`src/design/mse_pkg.sv`:
```
`timescale 1ns / 1ps
// Shared constants, codes and types of the MIPS32 subset executor.
// No dependencies; every other design file imports this package.
package mse_pkg;

    localparam int unsigned MEM_BYTES = 65536;
    localparam int unsigned MEM_WORDS = MEM_BYTES / 4;
    localparam int unsigned DMEM_AW   = $clog2(MEM_WORDS);
    localparam int unsigned RF_DEPTH  = 32;

    localparam logic [4:0] RA_IDX = 5'd31;

    // Result status codes
    localparam logic [1:0] ST_OK      = 2'd0;
    localparam logic [1:0] ST_SYSCALL = 2'd1;
    localparam logic [1:0] ST_ILLEGAL = 2'd2;
    localparam logic [1:0] ST_BADADDR = 2'd3;

    // Primary opcodes
    localparam logic [5:0] OP_SPECIAL = 6'h00;
    localparam logic [5:0] OP_J       = 6'h02;
    localparam logic [5:0] OP_JAL     = 6'h03;
    localparam logic [5:0] OP_BEQ     = 6'h04;
    localparam logic [5:0] OP_BNE     = 6'h05;
    localparam logic [5:0] OP_ADDIU   = 6'h09;
    localparam logic [5:0] OP_SLTI    = 6'h0a;
    localparam logic [5:0] OP_SLTIU   = 6'h0b;
    localparam logic [5:0] OP_ANDI    = 6'h0c;
    localparam logic [5:0] OP_ORI     = 6'h0d;
    localparam logic [5:0] OP_XORI    = 6'h0e;
    localparam logic [5:0] OP_LUI     = 6'h0f;
    localparam logic [5:0] OP_LB      = 6'h20;
    localparam logic [5:0] OP_LH      = 6'h21;
    localparam logic [5:0] OP_LW      = 6'h23;
    localparam logic [5:0] OP_LBU     = 6'h24;
    localparam logic [5:0] OP_LHU     = 6'h25;
    localparam logic [5:0] OP_SB      = 6'h28;
    localparam logic [5:0] OP_SH      = 6'h29;
    localparam logic [5:0] OP_SW      = 6'h2b;

    // SPECIAL function codes
    localparam logic [5:0] FN_SLL     = 6'h00;
    localparam logic [5:0] FN_SRL     = 6'h02;
    localparam logic [5:0] FN_SRA     = 6'h03;
    localparam logic [5:0] FN_JR      = 6'h08;
    localparam logic [5:0] FN_JALR    = 6'h09;
    localparam logic [5:0] FN_SYSCALL = 6'h0c;
    localparam logic [5:0] FN_MFHI    = 6'h10;
    localparam logic [5:0] FN_MFLO    = 6'h12;
    localparam logic [5:0] FN_MULT    = 6'h18;
    localparam logic [5:0] FN_MULTU   = 6'h19;
    localparam logic [5:0] FN_ADDU    = 6'h21;
    localparam logic [5:0] FN_SUBU    = 6'h23;
    localparam logic [5:0] FN_AND     = 6'h24;
    localparam logic [5:0] FN_OR      = 6'h25;
    localparam logic [5:0] FN_XOR     = 6'h26;
    localparam logic [5:0] FN_NOR     = 6'h27;
    localparam logic [5:0] FN_SLT     = 6'h2a;
    localparam logic [5:0] FN_SLTU    = 6'h2b;

    typedef enum logic [1:0] {
        SZ_B,
        SZ_H,
        SZ_W
    } t_size;

    typedef struct packed {
        logic        en;
        logic [4:0]  idx;
        logic [31:0] data;
    } t_rf_wr;

    typedef struct packed {
        logic               en;
        logic [DMEM_AW-1:0] idx;
        logic [3:0]         be;
        logic [31:0]        data;
    } t_dm_wr;

    // Everything the execute stage decides for one instruction
    typedef struct packed {
        logic [31:0]        npc;
        logic               wr;
        logic [4:0]         widx;
        logic [31:0]        wval;
        logic               mul_en;
        logic [31:0]        hi;
        logic [31:0]        lo;
        logic               ld_en;
        t_size              ld_size;
        logic               ld_sgn;
        logic [1:0]         boff;
        logic [DMEM_AW-1:0] mem_idx;
        logic               st_en;
        logic [3:0]         be;
        logic [31:0]        wdata;
        logic [31:0]        maddr;
        logic [31:0]        mdata;
        logic [1:0]         status;
    } t_ex_res;

    // One result item as delivered
    typedef struct packed {
        logic [31:0] npc;
        logic        wr;
        logic [4:0]  widx;
        logic [31:0] wval;
        logic [31:0] hi;
        logic [31:0] lo;
        logic        mw;
        logic [31:0] maddr;
        logic [31:0] mdata;
        logic [1:0]  status;
    } t_res;

    typedef struct packed {
        t_res       res;
        logic       ld_en;
        t_size      ld_size;
        logic       ld_sgn;
        logic [1:0] boff;
    } t_wb;

endpackage

```
`src/design/mse_regfile.sv`:
```
`timescale 1ns / 1ps
// General register file: 32 x 32 synchronous RAM, two read ports, one write port.
// Depends on mse_pkg.
module mse_regfile (
    input  logic           i_clk,
    input  logic           i_rst_n,
    input  logic           i_rd_en,
    input  logic [4:0]     i_ra_a,
    input  logic [4:0]     i_ra_b,
    input  mse_pkg::t_rf_wr i_wr,
    output logic [31:0]    o_rd_a,
    output logic [31:0]    o_rd_b
);
    import mse_pkg::*;

    logic [31:0]         mem [RF_DEPTH];
    logic [RF_DEPTH-1:0] r_vld;
    logic [31:0]         r_qa, r_qb, r_bdat;
    logic                r_va, r_vb, r_bya, r_byb;

    always_ff @(posedge i_clk) begin
        if (i_wr.en) begin
            mem[i_wr.idx] <= i_wr.data;
        end
        if (i_rd_en) begin
            r_qa   <= mem[i_ra_a];
            r_qb   <= mem[i_ra_b];
            r_bdat <= i_wr.data;
        end
    end

    // Valid bits stand in for the all-zero reset; a same-edge write bypasses
    always_ff @(posedge i_clk) begin
        if (!i_rst_n) begin
            r_vld <= '0;
            r_va  <= 1'b0;
            r_vb  <= 1'b0;
            r_bya <= 1'b0;
            r_byb <= 1'b0;
        end else begin
            if (i_wr.en) begin
                r_vld[i_wr.idx] <= 1'b1;
            end
            if (i_rd_en) begin
                r_va  <= r_vld[i_ra_a];
                r_vb  <= r_vld[i_ra_b];
                r_bya <= i_wr.en && (i_wr.idx == i_ra_a);
                r_byb <= i_wr.en && (i_wr.idx == i_ra_b);
            end
        end
    end

    assign o_rd_a = r_bya ? r_bdat : (r_va ? r_qa : '0);
    assign o_rd_b = r_byb ? r_bdat : (r_vb ? r_qb : '0);

endmodule

```
`config.mk`:
```
export PLATFORM = sky130hd
export DESIGN_NAME = mse_regfile
export DESIGN_NICKNAME = d
export VERILOG_FILES = /design/src/design/mse_pkg.sv /design/src/design/mse_regfile.sv
export SDC_FILE = /design/constraint.sdc
export NUM_CORES = 1
export LEC_CHECK = 0
export BUFFER_PORTS_ARGS = -buffer_cell sky130_fd_sc_hd__buf_4
export CORE_MARGIN = 1
export CORE_UTILIZATION = 55
export DETAILED_ROUTE_END_ITERATION = 12
export GPL_TIMING_DRIVEN = 0
export HOLD_SLACK_MARGIN = 0.05
export PLACE_DENSITY = 0.75
export SYNTH_ARGS = -nofsm -noshare
export SYNTH_HDL_FRONTEND = slang
export SYNTH_SLANG_ARGS = --single-unit
export TNS_END_PERCENT = 20
```
`constraint.sdc`:
```
create_clock -name i_clk -period 5.2 [get_ports i_clk]
set_input_delay 1.56 -clock i_clk [delete_from_list [all_inputs] [get_ports i_clk]]
set_output_delay 1.56 -clock i_clk [all_outputs]
set_load 0.05 [all_outputs]
```
[Word level (Yosys, flattened, before mapping)]
Memory sizes are Yosys's and may differ from the RTL's. A register that Yosys moved wholly into a read port is not among the register bits.
Index checks and enable logic that the tools add are counted.
Storage, ports and cells
  flip-flop bits (word level): 68
  memory bits (writable): 1024
  bits of input ports: 51
  output and inout bits: 64
  word-level logic and storage cells: 29
  memories: 1
Cells by class
  magnitude comparators: 4
  equal/unequal tests: 2
  multiplexer cells: 12
  bitwise gates (word level): 1
  reductions and logical operators: 3
Memories
  mem: words 32, bits a word 32, rd ports 2, clocked after Yosys merged registers in 2, write ports 1, line mse_regfile.sv:16  | logic [31:0] mem [RF_DEPTH];
Operator list (number)
  $mux W32: 4
  $or A32 B32 Y32: 1
  $lt A5 B6 Y1 const B: 3
  $bmux W1 S5: 2
  $eq A5 B5 Y1: 2
  $demux W1 S5: 1
  $ge A5 B1 Y1 const B: 1
  $mux W1: 5
  $logic_and A1 B1 Y1: 3

[Longest topological paths before layout]
  depth after elaboration: 5
  mapped depth: 9
  gate-level depth less buffers: 5

[Least setup slack after synthesis]
Ideal clock, no wire load.
  path kind: input to register
  from: input port i_wr[32] (netlist bit)
  to: memory mem[28][0], enable pin
  library setup time: 0.423 ns
  arrival time: 3.759 ns
  data required time: 4.777 ns
  path slack: 1.018 ns
  stages: 4
  buffers on the path: 2
  cells stage by stage: clkbuf_1 > or3b_2 > clkbuf_1 > nor2_1
RTL lines
  from (decl): line mse_regfile.sv:10  | input mse_pkg::t_rf_wr i_wr,
  to (decl): line mse_regfile.sv:16
No word-level cell before the write port.

[Worst setup path in the final report]
  from: register r_byb
  to: output port o_rd_b[23]
Between the ends
  word-level cells in the longest chain between the ends: 1
Ends and longest elaborated chain
  from (decl): line mse_regfile.sv:19  | logic r_va, r_vb, r_bya, r_byb;
  from (signal assigned): line mse_regfile.sv:48  | r_byb <= i_wr.en && (i_wr.idx == i_ra_b);
  $mux W32: line mse_regfile.sv:54  | assign o_rd_b = r_byb ? r_bdat : (r_vb ? r_qb : '0);
  to (decl): line mse_regfile.sv:12  | output logic [31:0] o_rd_b
Every way passes these cells.

==> results.ini <==
[placement]
hpwl_um=101000
place_area_mm2=0.0555
port_buffers=98
place_inst=3677
gp_congestion=0.843

[floorplanning]
die_area_mm2=0.0961
die-width_um=310
start_util_pct=55.7
rows=112
fp.dieH_um=310
pin_count=115
coreArea_mm2=0.0936

[setup_path]
required_ns=3.64
cp_slowest_cell=clkbuf_1
slowest_delay_ns=0.92
r2r-start=mem[19][8]$_DFFE_PP_
critPathTopFamily=buffers and inverters
crit_type=reg -> out
timing.critical_path.fanout_max=10
rr_endpoint=r_qb[8]$_DFFE_PP_
critPathBufInv=4
regToRegSetupSlack_ns=3.13
path_cells=clkbuf_1 -> nor2b_1 -> clkbuf_1 -> clkbuf_1 -> a22o_1 -> buf_4
r2r_cells=3
crit_top_cell=clkbuf_1
cp.arrival_ns=3.74
crit_path_start_kind=flip-flop
endpoint_kind=output pin

[global_route]
grt-ovfl-total=0
use_met2_pct=52.9
grt_antenna_before_repair=3
grt_pass1_vias=29900
met3_usage_pct=7.21
use_met1_pct=42.4
grt_pass1_wl_um=215000
top_usage_layer=met2
grt_max_degree=105
grtUsageTotal_pct=32.7

[worst_hold_path]
min_path_type=reg -> reg
hp-start=r_vld[2]$_SDFFE_PN0P_
whs_endpoint=r_vld[2]$_SDFFE_PN0P_
hold_depth=1

[finish]
multiInputGateArea_mm2=0.0171
area_growth_pct=13.2
fillers=6200
stdcell_count=3892
regArea_mm2=0.0344
nets=2592
fin_area_mm2=0.0591
drive_gt1_share_pct=41.7

[power_and_ir_drop]
power.share.sequential_pct=51.4
p_clk_share_pct=39.5
p_leak_nw=18.5
ir_drop_mv=0.294
switching_power_mw=4.71
p_int_mw=15.7
combPwrFrac_pct=9.1
netSwitchingFraction_pct=23.1
p_per_area_mw_per_mm2=345

[cts]
root_buffer=clkbuf_16
cts.sinks=1156
clockBufferDepth=3
htreeDepth=3
clk_pin_slew_ns=0.06
cts_setup_buffers=0
clock_latency_ns=0.72
cts_tree=done
numCtsBuffers=115
cts_hold_buffers=0

[sta]
finalHoldViolCount=0
setup_viol=8
slew_violations=0
skew_ns=0.0308
fin_crit_sh_pct=102
setup_slack_ns=-0.0965
rsz0062_at_grt=false
hold_ws_ns=0.497
timing.fmax_ghz=0.189
slew_headroom_pct=4.47
tightestPinTransition_ns=1.43
period_needed_ns=5.30

[outcome]
status=finished with violations
violations=negative setup slack

[yosys]
synth_flop_cell=edfxtp_1
synth_area_mm2=0.0522
yosysMostFrequentCell=edfxtp_1
ys_seq_area_share_pct=65.8
synth_edf_count=1120
ys_ff_latch=1156
yosysWarnings=0
synth_largest_area_cell=edfxtp_1
synth_async_sr_flop_share_pct=0
synth_nets=2341
yosys-top-cells-area=edfxtp_1, mux4_2, dfxtp_1, mux2_2, a22o_1
postSynthCellCount=2290
syn_avg_cell_area_um2=22.8
synth_common_cells=edfxtp_1, mux4_2, clkbuf_1
ys_types=33
synth_top_area_share_pct=64.5

[detailed_routing]
wl_per_cell_um=39.4
ant_nets=0
drt_iter0_markers=4416
dr.pass1.iters=5
drt_wl_total_um=153000
via_count=28900
vias_per_cell=7.42
drc=0

[run]
cap_violations=0

-- sequential cells by signal, indices dropped and copies added (netlist names) --
| register | cells |
|---|---|
| r_qb | 32 |
| r_vld | 32 |
| r_va | 1 |
| r_byb | 1 |
| r_qa | 32 |
| r_bya | 1 |
| mem | 1024 |
| r_vb | 1 |
| r_bdat | 32 |
-- worst register-to-register path, delay by kind of cell (launching register included) --
kind | cells | cell delay (ns)
mux | 3 | 1.38
flops | 1 | 0.43
-- power by group through the flow --
stage | clock, mW | combinational (mW) | sequential (mW)
after floorplan | 0 | 1.13 | 10.7
after global placement | 0 | 1.76 | 10.7
after detailed placement | 0 | 1.82 | 10.7
after CTS | 8.07 | 1.83 | 10.5
after global routing | 8.39 | 1.91 | 10.5
final | 8.04 | 1.85 | 10.5
-- placed cells by master (no fill, tap or decap), types with 8 or more instances in the layout --
cell	synthesis	final
buf_12	0	29
mux4_2	640	640
a22o_1	65	65
nand2_1	11	11
clkbuf_1	95	115
buf_4	28	125
clkinv_2	0	23
o21a_1	32	32
clkbuf_16	0	116
buf_2	29	29
nor2_4	0	32
xor2_1	8	8
dfxtp_1	36	36
edfxtp_1	1120	1120
buf_6	10	11
mux2i_1	32	32
clkinv_1	0	31
nand3_1	9	9
mux2_2	64	64
buf_1	24	25
-- logic make-up after synthesis --
family	after synthesis	share of synthesized area [%]
DFF	1156	65.8
muxes	736	29.6
AOI/OAI and AO/OA	118	1.81
xor gates and xnor gates	10	0.168
and+or+nand+nor	84	0.796
buffers and inverters	186	1.75
-- stage by stage --
stage | setup WS, ns | setup TNS, ns | util [%] | power (mW)
2_1_floorplan | 1.02 | 0 | - | 11.8
6_report | -0.0965 | -0.187 | 63.1 | 20.4
5_1_grt | 0.0380 | 0 | 63.1 | 20.8
3_5_place_dp | -0.375 | -13.12 | 59.2 | 12.5
4_1_cts | 0.0122 | 0 | 63.1 | 20.4
3_3_place_gp | -1.28 | -1023.59 | 58.2 | 12.4
-- per-layer routing --
metal  vias up  wire (um)
met2      2381      75000
li1      10700          -
met4         2       8360
met3       483      18500
met1     15300      51300
met5         -         13
-- how the worst max path moves through the flow --
stage | from | to | depth (start not counted)
CTS | r_byb$_SDFFE_PN0P_ | o_rd_b[23] | 6
finish | r_byb$_SDFFE_PN0P_ | o_rd_b[23] | 6
global placement | i_wr[32] | mem[4][13]$_DFFE_PP_ | 4
floorplan | i_wr[32] | mem[28][0]$_DFFE_PP_ | 4
global route | r_bya$_SDFFE_PN0P_ | o_rd_a[17] | 6
detailed placement | i_ra_a[1] | r_qa[24]$_DFFE_PP_ | 6
-- layout make-up --
| cell class | instances | area share [%] |
|---|---|---|
| clock inverter | 70 | 0.921 |
| tap | 1254 | 2.66 |
| clock buffer | 142 | 5.14 |
| sequential | 1156 | 58.1 |
| buffer | 186 | 1.55 |
| timing repair buffer | 134 | 2.56 |
| multi-input combinational | 948 | 29.0 |
| antenna | 2 | 0.00847 |
-- repair_timing --
item	in CTS	in global routing
setup endpoints to repair	6	8
endpoints found under the hold margin	0	0
pin swaps	0	0
resized for setup	1	1
Note: power is estimated with default switching activity, not from simulation.
